`config.mk`:
```
export PLATFORM = sky130hd
export DESIGN_NAME = lens_command_frame_builder_flat
export DESIGN_NICKNAME = d
export VERILOG_FILES = /design/src/hw/rtl/lcfb_pkg.sv /design/src/hw/rtl/lcfb_intf.sv /design/src/hw/rtl/lcfb_front.sv /design/src/hw/rtl/lcfb_queue.sv /design/src/hw/rtl/lcfb_back.sv /design/src/hw/rtl/lens_command_frame_builder.sv /design/src/flat_wrapper.sv
export SDC_FILE = /design/constraint.sdc
export NUM_CORES = 1
export LEC_CHECK = 0
export BUFFER_PORTS_ARGS = -buffer_cell sky130_fd_sc_hd__buf_2
export CORE_ASPECT_RATIO = 0.8
export CORE_MARGIN = 4
export CORE_UTILIZATION = 40
export DETAILED_ROUTE_END_ITERATION = 6
export PLACE_DENSITY_LB_ADDON = 0.25
export SYNTH_ARGS = -nofsm -noshare
export SYNTH_HDL_FRONTEND = slang
export SYNTH_HIERARCHICAL = 1
export SYNTH_SLANG_ARGS = --single-unit
```
`constraint.sdc`:
```
create_clock -name clk_i -period 10.8 [get_ports clk_i]
set_input_delay 1.08 -clock clk_i [delete_from_list [all_inputs] [get_ports clk_i]]
set_output_delay 1.08 -clock clk_i [all_outputs]
set_load 0.01 [all_outputs]
```
`src/hw/rtl/lcfb_pkg.sv`:
```
package lcfb_pkg;

  // Field widths.
  localparam int unsigned FocusW     = 16;
  localparam int unsigned CurrentW   = 10;
  localparam int unsigned CodeW      = 16;
  localparam int unsigned ByteW      = 8;
  localparam int unsigned CfgIdxW    = 2;
  localparam int unsigned CfgDataW   = 16;
  localparam int unsigned FrameIdxW  = 4;

  // Divider: two quotient bits per cycle over a 16-bit quotient.
  localparam int unsigned DivBitsPerCycle = 2;
  localparam int unsigned DivCycles       = CodeW / DivBitsPerCycle;
  localparam int unsigned DivCntW         = $clog2(DivCycles);
  localparam int unsigned DividendW       = 2 * CodeW;

  // Action codes.
  localparam logic ActFocus   = 1'b0;
  localparam logic ActCurrent = 1'b1;

  // Configuration register indexes.
  localparam logic [CfgIdxW-1:0] CfgFocusMin  = 2'd0;
  localparam logic [CfgIdxW-1:0] CfgFocusMax  = 2'd1;
  localparam logic [CfgIdxW-1:0] CfgFullScale = 2'd2;

  // Register reset values.
  localparam logic [FocusW-1:0]   FocusMinReset  = 16'd23040;
  localparam logic [FocusW-1:0]   FocusMaxReset  = 16'd40960;
  localparam logic [CurrentW-1:0] FullScaleReset = 10'd293;

  // Focus code is 1000 + 51200000 / F. Any F below 794 gives a code above
  // 65535, so those values saturate and the quotient always fits 16 bits.
  localparam logic [DividendW-1:0] FocusNumerator = 32'd51200000;
  localparam logic [FocusW-1:0]    FocusSatBelow  = 16'd794;
  localparam logic [CodeW-1:0]     FocusOffset    = 16'd1000;
  localparam logic [CodeW-1:0]     CodeMax        = 16'hFFFF;

  // CRC-16/ARC, reflected polynomial.
  localparam logic [CodeW-1:0] CrcPoly = 16'hA001;

  // Frame lengths, and the count of bytes that the CRC covers.
  localparam logic [FrameIdxW-1:0] FocusLen    = 4'd10;
  localparam logic [FrameIdxW-1:0] CurrentLen  = 4'd6;
  localparam logic [FrameIdxW-1:0] FocusData   = 4'd8;
  localparam logic [FrameIdxW-1:0] CurrentData = 4'd4;

  typedef struct packed {
    logic [FocusW-1:0]   focus_min;
    logic [FocusW-1:0]   focus_max;
    logic [CurrentW-1:0] full_scale;
  } lcfb_cfg_t;

  // One classified command waiting for the byte sequencer.
  typedef struct packed {
    logic             action;
    logic [CodeW-1:0] code;
  } lcfb_job_t;

  function automatic logic [FrameIdxW-1:0] frame_len(input logic action);
    return (action == ActCurrent) ? CurrentLen : FocusLen;
  endfunction

  function automatic logic [FrameIdxW-1:0] data_len(input logic action);
    return (action == ActCurrent) ? CurrentData : FocusData;
  endfunction

  // One byte of CRC-16/ARC, bit by bit.
  function automatic logic [CodeW-1:0] crc_update(input logic [CodeW-1:0] crc,
                                                  input logic [ByteW-1:0] data);
    logic [CodeW-1:0] c;
    c = crc ^ {8'h00, data};
    for (int b = 0; b < ByteW; b++) begin
      c = c[0] ? ((c >> 1) ^ CrcPoly) : (c >> 1);
    end
    return c;
  endfunction

  // Frame byte at position idx in send order.
  function automatic logic [ByteW-1:0] frame_byte(input logic action,
                                                  input logic [FrameIdxW-1:0] idx,
                                                  input logic [CodeW-1:0] code,
                                                  input logic [CodeW-1:0] crc);
    logic [ByteW-1:0] b;
    b = 8'h00;
    if (action == ActCurrent) begin
      case (idx)
        4'd0:    b = 8'h41;
        4'd1:    b = 8'h77;
        4'd2:    b = code[15:8];
        4'd3:    b = code[7:0];
        4'd4:    b = crc[7:0];
        4'd5:    b = crc[15:8];
        default: b = 8'h00;
      endcase
    end else begin
      case (idx)
        4'd0:    b = 8'h50;
        4'd1:    b = 8'h77;
        4'd2:    b = 8'h44;
        4'd3:    b = 8'h41;
        4'd4:    b = code[15:8];
        4'd5:    b = code[7:0];
        4'd8:    b = crc[7:0];
        4'd9:    b = crc[15:8];
        default: b = 8'h00;
      endcase
    end
    return b;
  endfunction

endpackage

```
`src/hw/rtl/lcfb_intf.sv`:
```
// Command channel: one beat per frame request.
interface lcfb_cmd_if;
  import lcfb_pkg::*;
  logic                valid;
  logic                ready;
  logic                action;
  logic [FocusW-1:0]   focus_q8;
  logic [CurrentW-1:0] current_ma;

  modport source (output valid, action, focus_q8, current_ma, input ready);
  modport sink   (input valid, action, focus_q8, current_ma, output ready);
endinterface

// Frame channel: one beat per frame byte.
interface lcfb_frame_if;
  import lcfb_pkg::*;
  logic             valid;
  logic             ready;
  logic [ByteW-1:0] frame_byte;
  logic             last_byte;

  modport source (output valid, frame_byte, last_byte, input ready);
  modport sink   (input valid, frame_byte, last_byte, output ready);
endinterface

```
`src/hw/rtl/lcfb_front.sv`:
```
module lcfb_front (
  input  logic               clk_i,
  input  logic               rst_ni,
  input  lcfb_pkg::lcfb_cfg_t cfg_i,
  lcfb_cmd_if.sink           cmd_i,
  output logic               push_o,
  output lcfb_pkg::lcfb_job_t job_o,
  input  logic               push_ready_i
);
  import lcfb_pkg::*;

  logic                 busy_q, busy_d;
  logic                 done_q, done_d;
  logic [DivCntW-1:0]   step_q, step_d;
  logic                 act_q, sat_q;
  logic [CodeW-1:0]     rem_q, num_q, quo_q, den_q;
  logic [CodeW-1:0]     rem_nx, num_nx, quo_nx;
  logic                 accept;
  logic [FocusW-1:0]    f_clamp;
  logic                 sat_in;
  logic [DividendW-1:0] dividend;
  logic [CodeW-1:0]     den_in;

  // Take a new command unless the divider is busy or its result is stuck.
  assign cmd_i.ready = !busy_q && (!done_q || push_ready_i);
  assign accept      = cmd_i.valid && cmd_i.ready;

  // Clamp the focus with the upper limit tested first, then pick operands.
  always_comb begin
    if (cmd_i.focus_q8 > cfg_i.focus_max) begin
      f_clamp = cfg_i.focus_max;
    end else if (cmd_i.focus_q8 < cfg_i.focus_min) begin
      f_clamp = cfg_i.focus_min;
    end else begin
      f_clamp = cmd_i.focus_q8;
    end
    if (cmd_i.action == ActCurrent) begin
      // The code overflows 16 bits exactly when current >= 16 * full scale.
      sat_in   = {4'b0000, cmd_i.current_ma} >= {cfg_i.full_scale, 4'b0000};
      dividend = {10'd0, cmd_i.current_ma, 12'd0};
      den_in   = {6'd0, cfg_i.full_scale};
    end else begin
      sat_in   = f_clamp < FocusSatBelow;
      dividend = FocusNumerator;
      den_in   = f_clamp;
    end
  end

  // Two restoring division steps per cycle.
  always_comb begin
    logic [CodeW:0] t;
    logic [CodeW:0] den_ext;
    rem_nx  = rem_q;
    num_nx  = num_q;
    quo_nx  = quo_q;
    den_ext = {1'b0, den_q};
    for (int k = 0; k < DivBitsPerCycle; k++) begin
      t      = {rem_nx, num_nx[CodeW-1]};
      num_nx = num_nx << 1;
      if (t >= den_ext) begin
        rem_nx = CodeW'(t - den_ext);
        quo_nx = {quo_nx[CodeW-2:0], 1'b1};
      end else begin
        rem_nx = t[CodeW-1:0];
        quo_nx = {quo_nx[CodeW-2:0], 1'b0};
      end
    end
  end

  // Control sequencing of the divider.
  always_comb begin
    busy_d = busy_q;
    done_d = done_q;
    step_d = step_q;
    if (done_q && push_ready_i) begin
      done_d = 1'b0;
    end
    if (busy_q) begin
      step_d = step_q + 1'b1;
      if (step_q == DivCntW'(DivCycles - 1)) begin
        busy_d = 1'b0;
        done_d = 1'b1;
      end
    end
    if (accept) begin
      busy_d = 1'b1;
      step_d = '0;
    end
  end

  always_ff @(posedge clk_i or negedge rst_ni) begin
    if (!rst_ni) begin
      busy_q <= 1'b0;
      done_q <= 1'b0;
      step_q <= '0;
    end else begin
      busy_q <= busy_d;
      done_q <= done_d;
      step_q <= step_d;
    end
  end

  // Datapath registers.
  always_ff @(posedge clk_i) begin
    if (accept) begin
      act_q <= cmd_i.action;
      sat_q <= sat_in;
      rem_q <= dividend[DividendW-1:CodeW];
      num_q <= dividend[CodeW-1:0];
      den_q <= den_in;
      quo_q <= '0;
    end else if (busy_q) begin
      rem_q <= rem_nx;
      num_q <= num_nx;
      quo_q <= quo_nx;
    end
  end

  // Finished code toward the queue.
  assign push_o       = done_q;
  assign job_o.action = act_q;
  always_comb begin
    if (sat_q) begin
      job_o.code = CodeMax;
    end else if (act_q == ActCurrent) begin
      job_o.code = quo_q;
    end else begin
      job_o.code = quo_q + FocusOffset;
    end
  end

`ifndef SYNTHESIS
  // A busy divider never takes a new command.
  assert property (@(posedge clk_i) disable iff (!rst_ni) busy_q |-> !cmd_i.ready)
    else $error("command taken while divider busy");
  // A result appears exactly the full number of steps after a command.
  assert property (@(posedge clk_i) disable iff (!rst_ni)
                   $rose(done_q) |-> $past(busy_q) && $past(step_q) == DivCntW'(DivCycles - 1))
    else $error("divider result after wrong step count");
`endif

endmodule

```
`src/hw/rtl/lcfb_queue.sv`:
```
module lcfb_queue #(
  parameter int unsigned Depth = 2
) (
  input  logic               clk_i,
  input  logic               rst_ni,
  input  logic               push_i,
  input  lcfb_pkg::lcfb_job_t push_data_i,
  output logic               push_ready_o,
  output logic               pop_valid_o,
  output lcfb_pkg::lcfb_job_t pop_data_o,
  input  logic               pop_i
);
  import lcfb_pkg::*;

  localparam int unsigned PtrW = $clog2(Depth);
  localparam int unsigned CntW = $clog2(Depth + 1);

  lcfb_job_t         mem_q [Depth];
  logic [PtrW-1:0]   wr_ptr_q, rd_ptr_q;
  logic [CntW-1:0]   cnt_q;
  logic              full, empty, do_push, do_pop;

  assign full         = cnt_q == CntW'(Depth);
  assign empty        = cnt_q == '0;
  assign push_ready_o = !full;
  assign pop_valid_o  = !empty;
  assign pop_data_o   = mem_q[rd_ptr_q];
  assign do_push      = push_i && !full;
  assign do_pop       = pop_i && !empty;

  // Pointers and fill count.
  always_ff @(posedge clk_i or negedge rst_ni) begin
    if (!rst_ni) begin
      wr_ptr_q <= '0;
      rd_ptr_q <= '0;
      cnt_q    <= '0;
    end else begin
      if (do_push) begin
        wr_ptr_q <= (wr_ptr_q == PtrW'(Depth - 1)) ? '0 : wr_ptr_q + 1'b1;
      end
      if (do_pop) begin
        rd_ptr_q <= (rd_ptr_q == PtrW'(Depth - 1)) ? '0 : rd_ptr_q + 1'b1;
      end
      if (do_push && !do_pop) begin
        cnt_q <= cnt_q + 1'b1;
      end else if (do_pop && !do_push) begin
        cnt_q <= cnt_q - 1'b1;
      end
    end
  end

  // Entry storage.
  always_ff @(posedge clk_i) begin
    if (do_push) begin
      mem_q[wr_ptr_q] <= push_data_i;
    end
  end

`ifndef SYNTHESIS
  // A code offered while the queue is full stays offered until there is room.
  assert property (@(posedge clk_i) disable iff (!rst_ni) (push_i && full) |=> push_i)
    else $error("code withdrawn while queue full");
  // The fill count never passes the depth.
  assert property (@(posedge clk_i) disable iff (!rst_ni) cnt_q <= CntW'(Depth))
    else $error("queue count out of range");
`endif

endmodule

```
`src/hw/rtl/lcfb_back.sv`:
```
module lcfb_back (
  input  logic               clk_i,
  input  logic               rst_ni,
  input  logic               q_valid_i,
  input  lcfb_pkg::lcfb_job_t q_data_i,
  output logic               pop_o,
  lcfb_frame_if.source       frame_o
);
  import lcfb_pkg::*;

  logic                 active_q, active_d;
  logic                 out_valid_q, out_valid_d;
  logic [FrameIdxW-1:0] idx_q, idx_d;
  logic [CodeW-1:0]     crc_q, crc_d;
  lcfb_job_t            job_q, job_d;
  logic [ByteW-1:0]     out_byte_q, out_byte_d;
  logic                 out_last_q, out_last_d;
  logic                 can_load, load, is_last;
  logic [ByteW-1:0]     cur_byte;

  assign frame_o.valid      = out_valid_q;
  assign frame_o.frame_byte = out_byte_q;
  assign frame_o.last_byte  = out_last_q;

  // The output register takes a byte when empty or being drained.
  assign can_load = !out_valid_q || frame_o.ready;
  assign load     = active_q && can_load;
  assign cur_byte = frame_byte(job_q.action, idx_q, job_q.code, crc_q);
  assign is_last  = idx_q == frame_len(job_q.action) - 1'b1;
  assign pop_o    = q_valid_i && (!active_q || (load && is_last));

  // Byte sequencer; the CRC runs over the data bytes as they go out.
  always_comb begin
    active_d    = active_q;
    out_valid_d = out_valid_q;
    idx_d       = idx_q;
    crc_d       = crc_q;
    job_d       = job_q;
    out_byte_d  = out_byte_q;
    out_last_d  = out_last_q;
    if (load) begin
      out_valid_d = 1'b1;
      out_byte_d  = cur_byte;
      out_last_d  = is_last;
      idx_d       = idx_q + 1'b1;
      if (idx_q < data_len(job_q.action)) begin
        crc_d = crc_update(crc_q, cur_byte);
      end
      if (is_last) begin
        active_d = 1'b0;
      end
    end else if (frame_o.ready) begin
      out_valid_d = 1'b0;
    end
    if (pop_o) begin
      active_d = 1'b1;
      job_d    = q_data_i;
      idx_d    = '0;
      crc_d    = '0;
    end
  end

  always_ff @(posedge clk_i or negedge rst_ni) begin
    if (!rst_ni) begin
      active_q    <= 1'b0;
      out_valid_q <= 1'b0;
      idx_q       <= '0;
    end else begin
      active_q    <= active_d;
      out_valid_q <= out_valid_d;
      idx_q       <= idx_d;
    end
  end

  always_ff @(posedge clk_i) begin
    crc_q      <= crc_d;
    job_q      <= job_d;
    out_byte_q <= out_byte_d;
    out_last_q <= out_last_d;
  end

`ifndef SYNTHESIS
  // The byte position stays inside the frame being sent.
  assert property (@(posedge clk_i) disable iff (!rst_ni)
                   active_q |-> idx_q < frame_len(job_q.action))
    else $error("frame index past frame length");
  // After the last byte with nothing queued, the sequencer goes idle.
  assert property (@(posedge clk_i) disable iff (!rst_ni)
                   (load && is_last && !q_valid_i) |=> !active_q)
    else $error("sequencer did not finish frame");
`endif

endmodule

```
`src/hw/rtl/lens_command_frame_builder.sv`:
```
// Channel   Direction  Beat contents
// cmd_i     in         action, focus_q8, current_ma: one frame request
// frame_o   out        frame_byte, last_byte: one frame byte, last flagged
// cfg_*_i   in         write enable, register index, data
//
// A request is held in the divider (two quotient bits per cycle), and
// no new request is taken while the divider is busy.
// A focus frame leaves as 10 beats and a current frame as 6, one per cycle
// while frame_o is ready, as the output register sets one byte per cycle
// unless a stalled receiver holds it.
// Reset (rst_ni low) clears all control state and loads default limits.
// A two-entry queue between divider and byte sequencer lets each stall alone.
module lens_command_frame_builder #(
  parameter int unsigned QueueDepth = 2
) (
  input  logic                           clk_i,
  input  logic                           rst_ni,
  input  logic                           cfg_we_i,
  input  logic [lcfb_pkg::CfgIdxW-1:0]   cfg_idx_i,
  input  logic [lcfb_pkg::CfgDataW-1:0]  cfg_data_i,
  lcfb_cmd_if.sink                       cmd_i,
  lcfb_frame_if.source                   frame_o
);
  import lcfb_pkg::*;

  lcfb_cfg_t cfg_q;
  logic      push, push_ready, q_valid, pop;
  lcfb_job_t push_job, q_job;

  // Configuration registers.
  always_ff @(posedge clk_i or negedge rst_ni) begin
    if (!rst_ni) begin
      cfg_q.focus_min  <= FocusMinReset;
      cfg_q.focus_max  <= FocusMaxReset;
      cfg_q.full_scale <= FullScaleReset;
    end else if (cfg_we_i) begin
      case (cfg_idx_i)
        CfgFocusMin:  cfg_q.focus_min  <= cfg_data_i;
        CfgFocusMax:  cfg_q.focus_max  <= cfg_data_i;
        CfgFullScale: cfg_q.full_scale <= cfg_data_i[CurrentW-1:0];
        default:      ;
      endcase
    end
  end

  lcfb_front u_front (
    .clk_i        (clk_i),
    .rst_ni       (rst_ni),
    .cfg_i        (cfg_q),
    .cmd_i        (cmd_i),
    .push_o       (push),
    .job_o        (push_job),
    .push_ready_i (push_ready)
  );

  lcfb_queue #(
    .Depth (QueueDepth)
  ) u_queue (
    .clk_i        (clk_i),
    .rst_ni       (rst_ni),
    .push_i       (push),
    .push_data_i  (push_job),
    .push_ready_o (push_ready),
    .pop_valid_o  (q_valid),
    .pop_data_o   (q_job),
    .pop_i        (pop)
  );

  lcfb_back u_back (
    .clk_i     (clk_i),
    .rst_ni    (rst_ni),
    .q_valid_i (q_valid),
    .q_data_i  (q_job),
    .pop_o     (pop),
    .frame_o   (frame_o)
  );

endmodule

```
`src/flat_wrapper.sv`:
```
// flat-port wrapper written by rule: the top's interface ports become plain ports
module lens_command_frame_builder_flat import lcfb_pkg::*;
#(
  parameter int unsigned QueueDepth = 2
)
  (clk_i, rst_ni, cfg_we_i, cfg_idx_i, cfg_data_i, cmd_i_valid, cmd_i_action, cmd_i_focus_q8, cmd_i_current_ma, cmd_i_ready, frame_o_valid, frame_o_frame_byte, frame_o_last_byte, frame_o_ready);
  lcfb_cmd_if cmd_i_i ();
  lcfb_frame_if frame_o_i ();
  input  logic clk_i;
  input  logic rst_ni;
  input  logic cfg_we_i;
  input  logic [lcfb_pkg::CfgIdxW-1:0] cfg_idx_i;
  input  logic [lcfb_pkg::CfgDataW-1:0] cfg_data_i;
  input wire logic [$bits(cmd_i_i.valid)-1:0] cmd_i_valid;
  input wire logic [$bits(cmd_i_i.action)-1:0] cmd_i_action;
  input wire logic [$bits(cmd_i_i.focus_q8)-1:0] cmd_i_focus_q8;
  input wire logic [$bits(cmd_i_i.current_ma)-1:0] cmd_i_current_ma;
  output wire logic [$bits(cmd_i_i.ready)-1:0] cmd_i_ready;
  output wire logic [$bits(frame_o_i.valid)-1:0] frame_o_valid;
  output wire logic [$bits(frame_o_i.frame_byte)-1:0] frame_o_frame_byte;
  output wire logic [$bits(frame_o_i.last_byte)-1:0] frame_o_last_byte;
  input wire logic [$bits(frame_o_i.ready)-1:0] frame_o_ready;
  assign cmd_i_i.valid = cmd_i_valid;
  assign cmd_i_i.action = cmd_i_action;
  assign cmd_i_i.focus_q8 = cmd_i_focus_q8;
  assign cmd_i_i.current_ma = cmd_i_current_ma;
  assign cmd_i_ready = cmd_i_i.ready;
  assign frame_o_valid = frame_o_i.valid;
  assign frame_o_frame_byte = frame_o_i.frame_byte;
  assign frame_o_last_byte = frame_o_i.last_byte;
  assign frame_o_i.ready = frame_o_ready;
  lens_command_frame_builder #(.QueueDepth(QueueDepth)) u_core (.clk_i(clk_i), .rst_ni(rst_ni), .cfg_we_i(cfg_we_i), .cfg_idx_i(cfg_idx_i), .cfg_data_i(cfg_data_i), .cmd_i(cmd_i_i), .frame_o(frame_o_i));
endmodule
```
# Word-level counts from Yosys, hierarchy flattened
# Memory sizes are Yosys's and may differ from the RTL's. A register that Yosys moved wholly into a read port is not among the register bits.
# Cells that the tools add are included.
# word_totals
ram_bits	34
elab_cells	143
ff_bits	148
inputBits	50
output_inout_bits	11
n_memories	1
# classes
eq_ne	12
reduce_logical	33
n_addsub	10
bitwise_logic	9
n_lt_le_gt_ge	7
muxes	49
# mem_list
name	words	width	rd	rd_clocked_by_memory_dff	wr	line_no	source
u_core.u_queue.mem_q	2	17	1	1	1	lcfb_queue.sv:18	lcfb_job_t mem_q [Depth];
# op_table
op	n
16-bit two-way mux	18
8-bit case mux with 8 select lines	1
8-bit case mux with 6 select lines	1
17-bit by 16-bit >= comparator with 1-bit output	2
16-bit subtractor	2
26-bit two-way mux	1
2-bit NOT with 3-bit output	8
1-bit two-way mux	18
16-bit by 10-bit adder with 16-bit output (second input constant)	1
16-bit greater-than comparator	1
16-bit by 10-bit < comparator with 1-bit output (second input constant)	1
16-bit < comparator	1
4-bit two-way mux	4
16-bit by 8-bit bitwise XOR with 16-bit output	1
10-bit by 14-bit >= comparator with 1-bit output	1
10-bit two-way mux	1
2-bit AND reduction	5
2-bit nonzero test	5
1-bit logical AND	9
4-bit by 2-bit == test with 1-bit output (second input constant)	2
4-bit by 3-bit == test with 1-bit output (second input constant)	2
4-bit == test (second input constant)	2
1-bit zero test	8
8-bit two-way mux	1
other kinds (17)	24

# Logic depth before layout (Yosys ltp)
# Gate-level depths: netlist (run 1).
# depth
word_depth	20
ltp_mapped	23
depth_no_buf	21

# Cells and area by module
# Netlist (run 1), hierarchy kept.
# by_module_without_submodules
mod	area_per_inst_um2	seq_area_each_um2	cells_per_inst	n_inst
lcfb_front	5905.7	1586.5	731	1
lcfb_back	2616.3	1251.2	236	1
lens_command_frame_builder	1597.8	1063.5	90	1
lcfb_queue	1473.9	1121.1	71	1

# Least setup slack after synthesis (run 1)
# No wires, ideal clock.
# synth_timing
path_kind	register to register
from	register u_core.u_front.rem_q[4]
to	register u_core.u_front.rem_q[5], data pin
arrival_ps	4704
setup_time_ps	256
path_buffers	2
stages_incl_launch_ff	22
t_required_ps	10544
setup_slack_ps	5840
period_less_slack_ps	4960
path_cell_list	edfxtp_1 -> ha_1 -> a211o_1 -> a21oi_2 -> nor3b_2 -> a211oi_1 -> o21ai_0 -> a21o_1 -> nand2_1 -> clkbuf_1 -> mux2i_1 -> inv_1 -> ha_1 -> and3_1 -> a22o_1 -> o31ai_1 -> a31oi_1 -> a221o_1 -> a31oi_4 -> buf_4 -> o31ai_1 -> a31o_2
# synth_via
elab_chain_len	6
elab_cells_between_ends	8
classes_between	add/sub (2); order compare (2); mux (4)
# synth_rtl
element	line_no	source
from (decl)	lcfb_front.sv:16	logic [CodeW-1:0] rem_q, num_q, quo_q, den_q;
from (signal assigned)	lcfb_front.sv:108	rem_q <= dividend[DividendW-1:CodeW];
from (signal assigned)	lcfb_front.sv:113	rem_q <= rem_nx;
17-bit by 16-bit >= comparator with 1-bit output / 16-bit subtractor (equally long branches)	lcfb_front.sv:60, lcfb_front.sv:61	
16-bit two-way mux (*)	lcfb_front.sv:60	if (t >= den_ext) begin
16-bit subtractor / 17-bit by 16-bit >= comparator with 1-bit output (equally long branches)	lcfb_front.sv:61, lcfb_front.sv:60	
16-bit two-way mux (*)	lcfb_front.sv:60	
16-bit two-way mux (*)	lcfb_front.sv:112	end else if (busy_q) begin
16-bit two-way mux (*)	lcfb_front.sv:105	if (accept) begin
# Every way passes the cells marked *; elsewhere a longest branch is shown, timed or not. The select of a mux whose other input is x is not followed.
# A chain may end at the register's enable or synchronous reset.

# Worst setup path in the final report (run 1)
# Same ends and word-level chain as after synthesis.

==> reports/metrics.yaml, run 1 <==
worst_setup_path:
  critPathCaptureType: "flop"
  worst-path-buf-inv: 0
  critPathLaunchType: "flop"
  slowest_stage: "a31oi_4"
  crit_required_ns: 10.98
  crit_type: "reg2reg"
  critPathMaxStageDelay_ns: 0.64
  path_max_fanout: 22
  crit_chain: "ha_1 -> a211o_1 -> a21oi_2 -> nor3b_2 -> a211oi_1 -> o21ai_0 -> a21o_1 -> nand2_1 -> mux2_2 -> ha_1 -> nand3_1 -> o21bai_1 -> a21oi_1 -> o31ai_1 -> a31oi_1 -> a221o_1 -> a31oi_4 -> o31ai_1 -> a31o_2"
  critPathTopFamily: "compound AO/OA/AOI/OAI gates"
  worstPathArrival_ns: 6.44
sta:
  rsz0062_at_grt: "false"
  clock_skew_ns: 0.0141
  hold_ws_ns: 0.471
  min_period_over_period_pct: 57.9
  timing.fmax_ghz: 0.160
  slew_headroom_pct: 32.7
  slew_viol_final: 0
  period_minus_slack_ns: 6.25
  tightestPinTransition_ns: 1.01
  fin_setup_tns_ns: 0
  setup_viol: 0
  hold_viol: 0
layout:
  drive_above_1_share_pct: 18.1
  num-nets-final: 1299
  synthToLayoutAreaGrowth_pct: 9.84
  fill_cells: 2703
  diodes: 0
logic_synthesis:
  synth-seq-cells: 187
  synth_area_leaders: "edfxtp_1, dfrtp_1, ha_1, dfxtp_1, mux2_2"
  post-synth-top-count-cell: "nand2_1"
  avgSynthCellArea_um2: 10.3
  ys_types: 95
  synth_cells: 1128
  synth_top_family_by_area: "compound AO/OA/AOI/OAI gates"
  synth_top_area_share_pct: 25.4
  synth_compound_area_share_pct: 17.2
  synth_adder_area_share_pct: 8.87
  synth_nets: 1259
  yosys_warnings: 6
  synth_edf_count: 98
  syn_area_um2: 11600
  synth-xor-area-share_pct: 4.67
  synthFlopType: "edfxtp_1"
  yosysTopAreaCell: "edfxtp_1"
  synth-async-reset-ratio_pct: 30.5
  yosys.area_share.simple_pct: 13.4
  synth-seq-area-share_pct: 43.3
  synthTopCellsByCount: "nand2_1, edfxtp_1, ha_1"
  muxShareOfSynthArea_pct: 7.79
clock_tree:
  cts-resized-gates: 0
  clock_latency_ns: 0.43
  cts_buffer_depth: 2
  cts_htree_levels: 4
  cts_inserted_buffers: 17
  clk_pin_slew_ns: 0.07
  cts-root-buf: "clkbuf_16"
  hold_buffers: 0
  tritoncts: "yes"
  cts_setup_buffers: 0
  clock-sinks: 187
outcome:
  status: "finished, final reports clean"
pwr:
  power_density_nw_per_um2: 369
  p_int_w: 0.00263
  power_frac_clock_pct: 13.3
  switching_share_pct: 43.9
  p_leak_nw: 5.39
  power_frac_comb_pct: 59.6
  ir_drop_uv: 175
  power_frac_seq_pct: 27.1
  switchingPower_w: 0.00206
detailed_routing:
  wl_um: 26900
  top_layer_used: "met5"
  vias: 8526
  postRouteAntennaNets: 0
  met3_length_um: 1100
  first_pass_iters: 5
  drt_iter0_drc: 768
  wl_met2_um: 11500
  via_per_inst: 5.50
  drcViolationCount: 0
  wl_per_cell_um: 17.3
  wl_met1_um: 14100
floorplan:
  std_cell_rows: 55
  die_h_um: 160
  dieWidth_um: 198
  start_util_pct: 40.8
  num_io_pins: 61
  dieArea_um2: 31800
  core_area_um2: 28400
run:
  drv_cap: 0
global_route:
  track_usage_pct: 17.2
  antenna_found_initial: 1
  grt_pass1_vias: 8254
  grt_max_degree: 58
  grt_pass1_wl_um: 44100
  grt_overflow: 0
placed_design:
  portBuffers: 60
  hpwl_um: 19600
  gp_congestion: 0.878
worst_hold_path:
  hp-class: "reg2reg"
-- path summary, 6_finish.rpt --
check	endpoint	cells after the start	start	slack [ns]
worst max-delay path	u_core/u_front/rem_q[5]$_DFFE_PP_	19	u_core/u_front/rem_q[4]$_DFFE_PP_	4.55
worst min-delay path	u_core/u_front/quo_q[15]$_SDFFE_PP0P_	2	u_core/u_front/quo_q[15]$_SDFFE_PP0P_	0.47
worst max register to register	u_core/u_front/rem_q[5]$_DFFE_PP_	19	u_core/u_front/rem_q[4]$_DFFE_PP_	4.55
worst min register to register	u_core/u_front/quo_q[15]$_SDFFE_PP0P_	2	u_core/u_front/quo_q[15]$_SDFFE_PP0P_	0.47
max in group asynchronous	u_core/u_front/busy_q$_DFF_PN0_	2	rst_ni	9.48
min in group asynchronous	u_core/cfg_q[36]$_DFFE_PN0P_	2	rst_ni	0.80
-- logic make-up (layout without fill, tap and decap cells) --
logic type | Yosys count | in the layout
and+or+nand+nor | 318 | 318
AOI/OAI and AO/OA | 283 | 283
DFF | 187 | 187
buffers and inverters | 125 | 178
adders and majority gates | 81 | 81
muxes | 79 | 79
xor gates and xnor gates | 55 | 55
-- power groups by stage --
stage	registers [W]	logic (W)	clock network, W
6_report	0.00127	0.00280	0.000625
3_5_place_dp	0.00129	0.00277	0
5_1_grt	0.00131	0.00310	0.000673
2_1_floorplan	0.00120	0.00227	0
4_1_cts	0.00127	0.00278	0.000644
3_3_place_gp	0.00128	0.00273	0
-- routing by layer --
| metal | GRT usage (%) | vias to the layer above |
|---|---|---|
| met5 | 0 | - |
| met4 | 3.44 | 2 |
| met3 | 3.27 | 12 |
| met2 | 25.0 | 183 |
| met1 | 26.6 | 4126 |
| li1 | - | 4203 |
-- tightest hold or removal path, delay by kind of cell, from the launching register on --
family          cells  cell delay (ns)
flops               1             0.32
compound gates      1             0.06
simple gates        1             0.05
-- per-stage QoR --
step / cells / total power [W] / util, % / instance area [um2] / worst slack (ns)
2_1_floorplan: 1128 / 0.00348 / - / 11600 / 5.84
3_3_place_gp: 1519 / 0.00401 / 42.8 / 12200 / 4.96
3_5_place_dp: 1519 / 0.00405 / 42.8 / 12200 / 4.68
4_1_cts: 1551 / 0.00469 / 44.8 / 12700 / 4.69
5_1_grt: 1551 / 0.00508 / 44.8 / 12700 / 4.17
6_report: 1551 / 0.00469 / 44.8 / 12700 / 4.55
-- cell type report --
class / count / area, um2 / area share (%)
Inverter: 79 / 297 / 2.33
Clock buffer: 17 / 425 / 3.34
Tap cell: 370 / 463 / 3.64
Timing Repair Buffer: 67 / 353 / 2.77
Multi-Input combinational cell: 816 / 6020 / 47.3
Clock inverter: 15 / 154 / 1.21
Sequential cell: 187 / 5020 / 39.4
-- layout by cell type, fill, tap and decap left out, drive strengths merged, types with 9 or more instances in the layout --
| master | netlist | final |
|---|---|---|
| inv | 78 | 86 |
| ha | 79 | 79 |
| nand2 | 122 | 122 |
| a21o | 19 | 19 |
| mux2i | 16 | 16 |
| a22oi | 15 | 15 |
| a211oi | 12 | 12 |
| nand3 | 25 | 25 |
| o211ai | 20 | 20 |
| dfstp | 10 | 10 |
| nor2b | 12 | 12 |
| xor2 | 22 | 22 |
| buf | 23 | 67 |
| nor2 | 58 | 58 |
| o22ai | 10 | 10 |
| a21oi | 59 | 59 |
| xnor2 | 31 | 31 |
| o21ai | 56 | 56 |
| nand4 | 9 | 9 |
| o21a | 11 | 11 |
| nor3 | 22 | 22 |
| dfrtp | 47 | 47 |
| clkbuf | 23 | 17 |
| edfxtp | 98 | 98 |
| o21bai | 11 | 11 |
| dfxtp | 32 | 32 |
| nand2b | 18 | 18 |
| and3 | 16 | 16 |
| mux2 | 63 | 63 |
-- flip-flops by register name (all words and copies together), names as in the netlist, 2 cells and up --
register                          flops
u_core/u_front/step_q                 3
u_core/u_front/den_q                 16
u_core/u_back/idx_q                   4
u_core/u_back/crc_q                  16
u_core/u_front/num_q                  4
u_core/u_queue/cnt_q                  2
u_core/u_front/rem_q                 16
u_core/u_front/quo_q                 16
u_core/cfg_q                         42
u_core/u_back/job_q                  17
u_core/u_queue/mem_q                 34
u_core/u_back/frame_o.frame_byte      8
(Power assumes the default switching activity.)
==> run 2: changes to the inputs <==
- clock period: 10.8 -> 5.7 ns (I/O delays scaled with it)
==> reports/metrics.yaml, run 2 (synthesized netlist as in run 1, its figures left out) <==
clock_tree:
  cts_buffer_depth: 2  # unchanged
  clk_pin_slew_ns: 0.09  # +0.02 ns
  hold_buffers: 0  # unchanged
  cts-root-buf: "clkbuf_16"
  tritoncts: "yes"
  clock-sinks: 187  # unchanged
  cts_htree_levels: 4  # unchanged
  clock_latency_ns: 0.44  # about the same
  cts_inserted_buffers: 17  # unchanged
floorplan:
  dieArea_um2: 31800  # unchanged
  dieWidth_um: 198  # unchanged
  start_util_pct: 40.8  # unchanged
  num_io_pins: 61  # unchanged
  core_area_um2: 28400  # unchanged
  std_cell_rows: 55  # unchanged
  die_h_um: 160  # unchanged
global_route:
  grt_max_degree: 58  # unchanged
  antenna_found_initial: 1  # unchanged
  grt_pass1_vias: 8126  # -1.6%
  track_usage_pct: 17.0  # -0.24 points
  grt_pass1_wl_um: 43600  # -1.0%
  grt_overflow: 0  # unchanged
worst_setup_path:
  path_max_fanout: 5  # -77%
  slowest_stage: "nor3_1"
  crit_chain: "inv_1 -> ha_1 -> nor2b_1 -> o31a_1 -> o21bai_1 -> a211oi_1 -> o211a_1 -> nor3_1 -> o22ai_1 -> ha_1 -> and3_1 -> a22o_1 -> o31ai_1 -> a31oi_1 -> a221o_1 -> a31oi_4 -> buf_4 -> o31ai_1 -> a31o_2"
  crit_type: "reg2reg"
  critPathLaunchType: "flop"
  crit_required_ns: 5.90  # -5.08 ns
  worst-path-buf-inv: 2  # +2
  critPathTopFamily: "compound AO/OA/AOI/OAI gates"
  cp.depth: 19  # unchanged
  critPathCaptureType: "flop"
  critPathMaxStageDelay_ns: 0.50  # -0.14 ns
  rr_worst_depth: 19  # unchanged
  worstPathArrival_ns: 5.53  # -0.91 ns
sta:
  slew_viol_final: 0  # unchanged
  tightestPinTransition_ns: 1.04  # +0.0332 ns
  hold_viol: 0  # unchanged
  period_minus_slack_ns: 5.34  # -0.917 ns
  slew_headroom_pct: 30.5  # -2.2 points
  hold_ws_ns: 0.266  # -0.205 ns
  setup_viol: 0  # unchanged
  clock_skew_ns: 0.0148  # +0.000727 ns
  timing.fmax_ghz: 0.187  # +17%
  min_period_over_period_pct: 93.6  # +36 points
pwr:
  ir_drop_uv: 396  # +130%
  p_leak_nw: 5.45  # +1.0%
  power_density_nw_per_um2: 706  # +92%
  finalPower_w: 0.00906  # +93%
detailed_routing:
  wl_um: 26800  # -0.52%
  wl_per_cell_um: 17.2  # -0.97%
  drt_iter0_drc: 637  # -17%
  via_per_inst: 5.49  # about the same
  drcViolationCount: 0  # unchanged
  first_pass_iters: 5  # unchanged
  postRouteAntennaNets: 0  # unchanged
  vias: 8558  # +0.38%
worst_hold_path:
  hp-class: "in2async"
layout:
  num-nets-final: 1306  # +0.54%
  drive_above_1_share_pct: 18.9  # +0.73 points
  layout_commonest_cell: "nand2_1"
  synthToLayoutAreaGrowth_pct: 10.7
  reg.largest.list: "u_core/cfg_q (42), u_core/u_queue/mem_q (34), u_core/u_back/job_q (17)"
  layout_common_cells: "nand2_1, edfxtp_1, ha_1"
  regMostFlops: "u_core/cfg_q"
  largest_reg_flops: 42  # unchanged
  diodes: 0  # unchanged
placed_design:
  portBuffers: 60  # unchanged
  hpwl_um: 19900  # +1.4%
  gp_congestion: 0.859  # -2.2%
run:
  drv_cap: 0  # unchanged
outcome:
  status: "finished, final reports clean"
==> run 2: changes by cell type in the layout (fill, tap and decap cells not counted), sizes merged <==
cell	change
bufinv	-1
inv	+3
clkinvlp	-2
buf	+7
==> run 2: through the flow <==
step / util [%] / instance area, um2 / setup TNS [ns] / setup WS, ns / std cells
final: 45.2 / 12800 / 0 / 0.364 / 1558
after global routing: 45.2 / 12800 / -0.0158 / -0.0134 / 1558
after CTS: 45.0 / 12800 / 0 / 0.224 / 1555
after detailed placement: 42.9 / 12200 / 0 / 0.278 / 1523
after global placement: 42.9 / 12200 / 0 / 0.372 / 1523
after floorplan: - / 11600 / 0 / 0.740 / 1128
==> run 2: repair_timing <==
action                     in CTS  in global routing
gates resized for setup         0                  3
setup endpoints to repair       0                 16
buffers inserted                0                  3
==> run 2: area by class of cell <==
type / count / area, um2
clock buffers: 17 / 425
clock inverters: 15 / 181
fillers: 2664 / 15600
inverters: 79 / 297
multi-input cells: 816 / 6030
flip-flops and latches: 187 / 5020
well taps: 370 / 463
repair buffers: 74 / 418
==> run 2: metal layers <==
layer	share of wire, %	up-vias	GRT usage, %
li1	-	4225	-
met3	5.7	19	3.31
met1	51	4078	26.7
met4	0.87	2	3.32
met2	42	234	24.1
met5	0.049	-	0
==> run 2: report_power, final <==
part	internal (W)	total (W)	leakage [nW]	switching [W]
Sequential	0.00204	0.00241	1.85	0.000379
Combinational	0.00244	0.00543	3.30	0.00299
Clock	0.000603	0.00122	0.297	0.000613
==> run 2: final timing paths <==
kind | from | end | slack [ns]
worst max-delay path | u_core/u_front/den_q[1]$_DFFE_PP_ | u_core/u_front/rem_q[5]$_DFFE_PP_ | 0.36
worst min-delay path | rst_ni | u_core/cfg_q[21]$_DFFE_PN0P_ | 0.27
worst max register to register | u_core/u_front/den_q[1]$_DFFE_PP_ | u_core/u_front/rem_q[5]$_DFFE_PP_ | 0.36
worst min register to register | u_core/u_front/quo_q[15]$_SDFFE_PP0P_ | u_core/u_front/quo_q[15]$_SDFFE_PP0P_ | 0.48
max in group asynchronous | rst_ni | u_core/u_back/idx_q[1]$_DFFE_PN0P_ | 4.90
min in group clk_i | cfg_data_i[13] | u_core/cfg_q[39]$_DFFE_PN0P_ | 0.37
==> run 3: changes to the inputs <==
- REMOVE_ABC_BUFFERS: default -> 1
==> reports/metrics.yaml, run 3 (synthesized netlist as in run 1, its figures left out) <==
floorplan:
  start_util_pct: 40.8  # unchanged
  core_area_um2: 28400  # unchanged
  die_h_um: 160  # unchanged
  dieArea_um2: 31800  # unchanged
  dieWidth_um: 198  # unchanged
  std_cell_rows: 55  # unchanged
  num_io_pins: 61  # unchanged
clock_tree:
  cts_buffer_depth: 2  # unchanged
  clk_pin_slew_ns: 0.08  # about the same
  cts_htree_levels: 4  # unchanged
  cts-root-buf: "clkbuf_16"
  tritoncts: "yes"
  clock-sinks: 187  # unchanged
  hold_buffers: 0  # unchanged
  cts_inserted_buffers: 17  # unchanged
  clock_latency_ns: 0.44  # about the same
sta:
  slew_headroom_pct: 32.7  # +2.2 points
  slew_viol_final: 0  # unchanged
  fin_setup_tns_ns: 0  # unchanged
  layout_setup_ws_ns: 0.273  # -0.0910 ns
  hold_viol: 0  # unchanged
  period_minus_slack_ns: 5.43  # +0.0910 ns
  setup_viol: 0  # unchanged
  tightestPinTransition_ns: 1.01  # -0.0349 ns
  rsz0062_at_grt: "false"
  timing.fmax_ghz: 0.184  # -1.7%
  min_period_over_period_pct: 95.2  # +1.6 points
  hold_ws_ns: 0.254  # -0.0123 ns
  clock_skew_ns: 0.0123  # -0.00257 ns
worst_setup_path:
  critPathLaunchType: "flop"
  path_max_fanout: 22  # +17
  crit_type: "reg2reg"
  critPathCaptureType: "flop"
  worstPathArrival_ns: 5.62  # +0.09 ns
  crit_required_ns: 5.90  # about the same
layout:
  num-nets-final: 1306  # unchanged
  diodes: 0  # unchanged
  layout_common_cells: "nand2_1, edfxtp_1, ha_1"
  fin_area_um2: 12900  # +0.38%
  synthToLayoutAreaGrowth_pct: 11.1
  reg.largest.list: "u_core/cfg_q (42), u_core/u_queue/mem_q (34), u_core/u_back/job_q (17)"
  drive_above_1_share_pct: 19.2  # +0.34 points
  largest_reg_flops: 42  # unchanged
  layout_commonest_cell: "nand2_1"
  regMostFlops: "u_core/cfg_q"
placed_design:
  gp_congestion: 0.903  # +5.1%
  hpwl_um: 20300  # +2.0%
  detailedPlace.worstSlack_ns: 0.0402  # -0.237 ns
  place_area_um2: 12200  # +0.29%
  portBuffers: 60  # unchanged
detailed_routing:
  wl_per_cell_um: 17.7  # +3.0%
  drcViolationCount: 0  # unchanged
  postRouteAntennaNets: 0  # unchanged
  via_per_inst: 5.49  # -0.13%
  wl_um: 27600  # +3.0%
  first_pass_iters: 5  # unchanged
  vias: 8547  # -0.13%
  drt_iter0_drc: 622  # -2.4%
pwr:
  power_frac_clock_pct: 14.0  # +0.6 points
  switching_share_pct: 43.8  # -0.070 points
  p_leak_nw: 5.46  # +0.28%
  switchingPower_w: 0.00399  # +0.36%
  power_density_nw_per_um2: 707  # +0.14%
  power_frac_seq_pct: 26.6  # about the same
  p_int_w: 0.00512  # +0.65%
  ir_drop_uv: 429  # +8.6%
  power_frac_comb_pct: 59.5  # -0.4 points
outcome:
  status: "finished, final reports clean"
global_route:
  track_usage_pct: 17.5  # +0.57 points
  antenna_found_initial: 0  # -1
  grt_pass1_vias: 8192  # +0.81%
  grt_overflow: 0  # unchanged
  grt_max_degree: 58  # unchanged
  grt_pass1_wl_um: 44800  # +2.6%
worst_hold_path:
  hp-class: "in2async"
run:
  drv_cap: 0  # unchanged
==> run 3: cell count changes in the layout (fill, tap and decap cells not counted), sizes merged <==
cell    change
bufinv      +1
clkinv      +1
inv         -2
==> run 3: timing repair <==
item | in CTS | in global routing
resized for setup | 0 | 7
hold endpoints to repair | 0 | 0
setup buffers | 0 | 0
endpoints found under the setup margin | 0 | 17
==> run 3: worst paths after layout <==
| check | startpoint | to | slack [ns] | cells after the start |
|---|---|---|---|---|
| setup / recovery | u_core/u_front/den_q[1]$_DFFE_PP_ | u_core/u_front/rem_q[4]$_DFFE_PP_ | 0.27 | 20 |
| hold / removal | rst_ni | u_core/cfg_q[21]$_DFFE_PN0P_ | 0.25 | 2 |
| hold reg to reg | u_core/u_front/quo_q[15]$_SDFFE_PP0P_ | u_core/u_front/quo_q[15]$_SDFFE_PP0P_ | 0.47 | 2 |
| max in group asynchronous | rst_ni | u_core/u_front/step_q[1]$_DFFE_PN0P_ | 4.93 | 2 |
| min in group clk_i | cfg_data_i[10] | u_core/cfg_q[36]$_DFFE_PN0P_ | 0.36 | 2 |
| setup reg to reg | u_core/u_front/den_q[1]$_DFFE_PP_ | u_core/u_front/rem_q[4]$_DFFE_PP_ | 0.27 | 20 |
==> run 3: worst max-delay path: stages (launching register included) <==
cell	delay, ns
edfxtp_1	0.37
inv_1	0.20
ha_1	0.29
nor2b_1	0.15
o31a_1	0.29
o21bai_1	0.26
a211oi_1	0.18
o211a_1	0.31
nor3_1	0.44
o22ai_1	0.23
ha_1	0.40
and3_1	0.19
a22o_1	0.28
o31ai_1	0.22
buf_4	0.16
a31oi_1	0.10
a221o_1	0.39
a31oi_4	0.19
buf_12	0.19
o31ai_1	0.09
a31o_2	0.23
==> run 3: layout make-up <==
type,instances,area [um2]
clock buffer,17,425
clock inverter,15,213
fill,2705,15500
inverter,79,297
multi-input combinational,816,6050
sequential,187,5020
tap,370,463
timing repair buffer,74,418
==> run 3: power by group through the flow <==
stage | registers [W] | clock network [W] | logic [W]
floorplan | 0.00234 | 0 | 0.00410
global placement | 0.00244 | 0 | 0.00528
detailed placement | 0.00244 | 0 | 0.00530
CTS | 0.00242 | 0.00131 | 0.00534
global route | 0.00248 | 0.00137 | 0.00599
finish | 0.00242 | 0.00127 | 0.00542
==> run 3: layer usage <==
layer	up-vias	track usage, %	share of wire, %
met4	0	3.66	0.85
met2	227	25.1	42
met1	4088	27.6	52
met3	16	3.02	4.5
met5	-	0	0
li1	4216	-	-
==> run 3: stage by stage <==
stage	utilization (%)	total power, W	instances
after floorplan	-	0.00644	1082
after global placement	43.0	0.00772	1526
after detailed placement	43.0	0.00774	1526
after CTS	45.3	0.00907	1558
after global routing	45.3	0.00984	1558
final	45.3	0.00911	1558
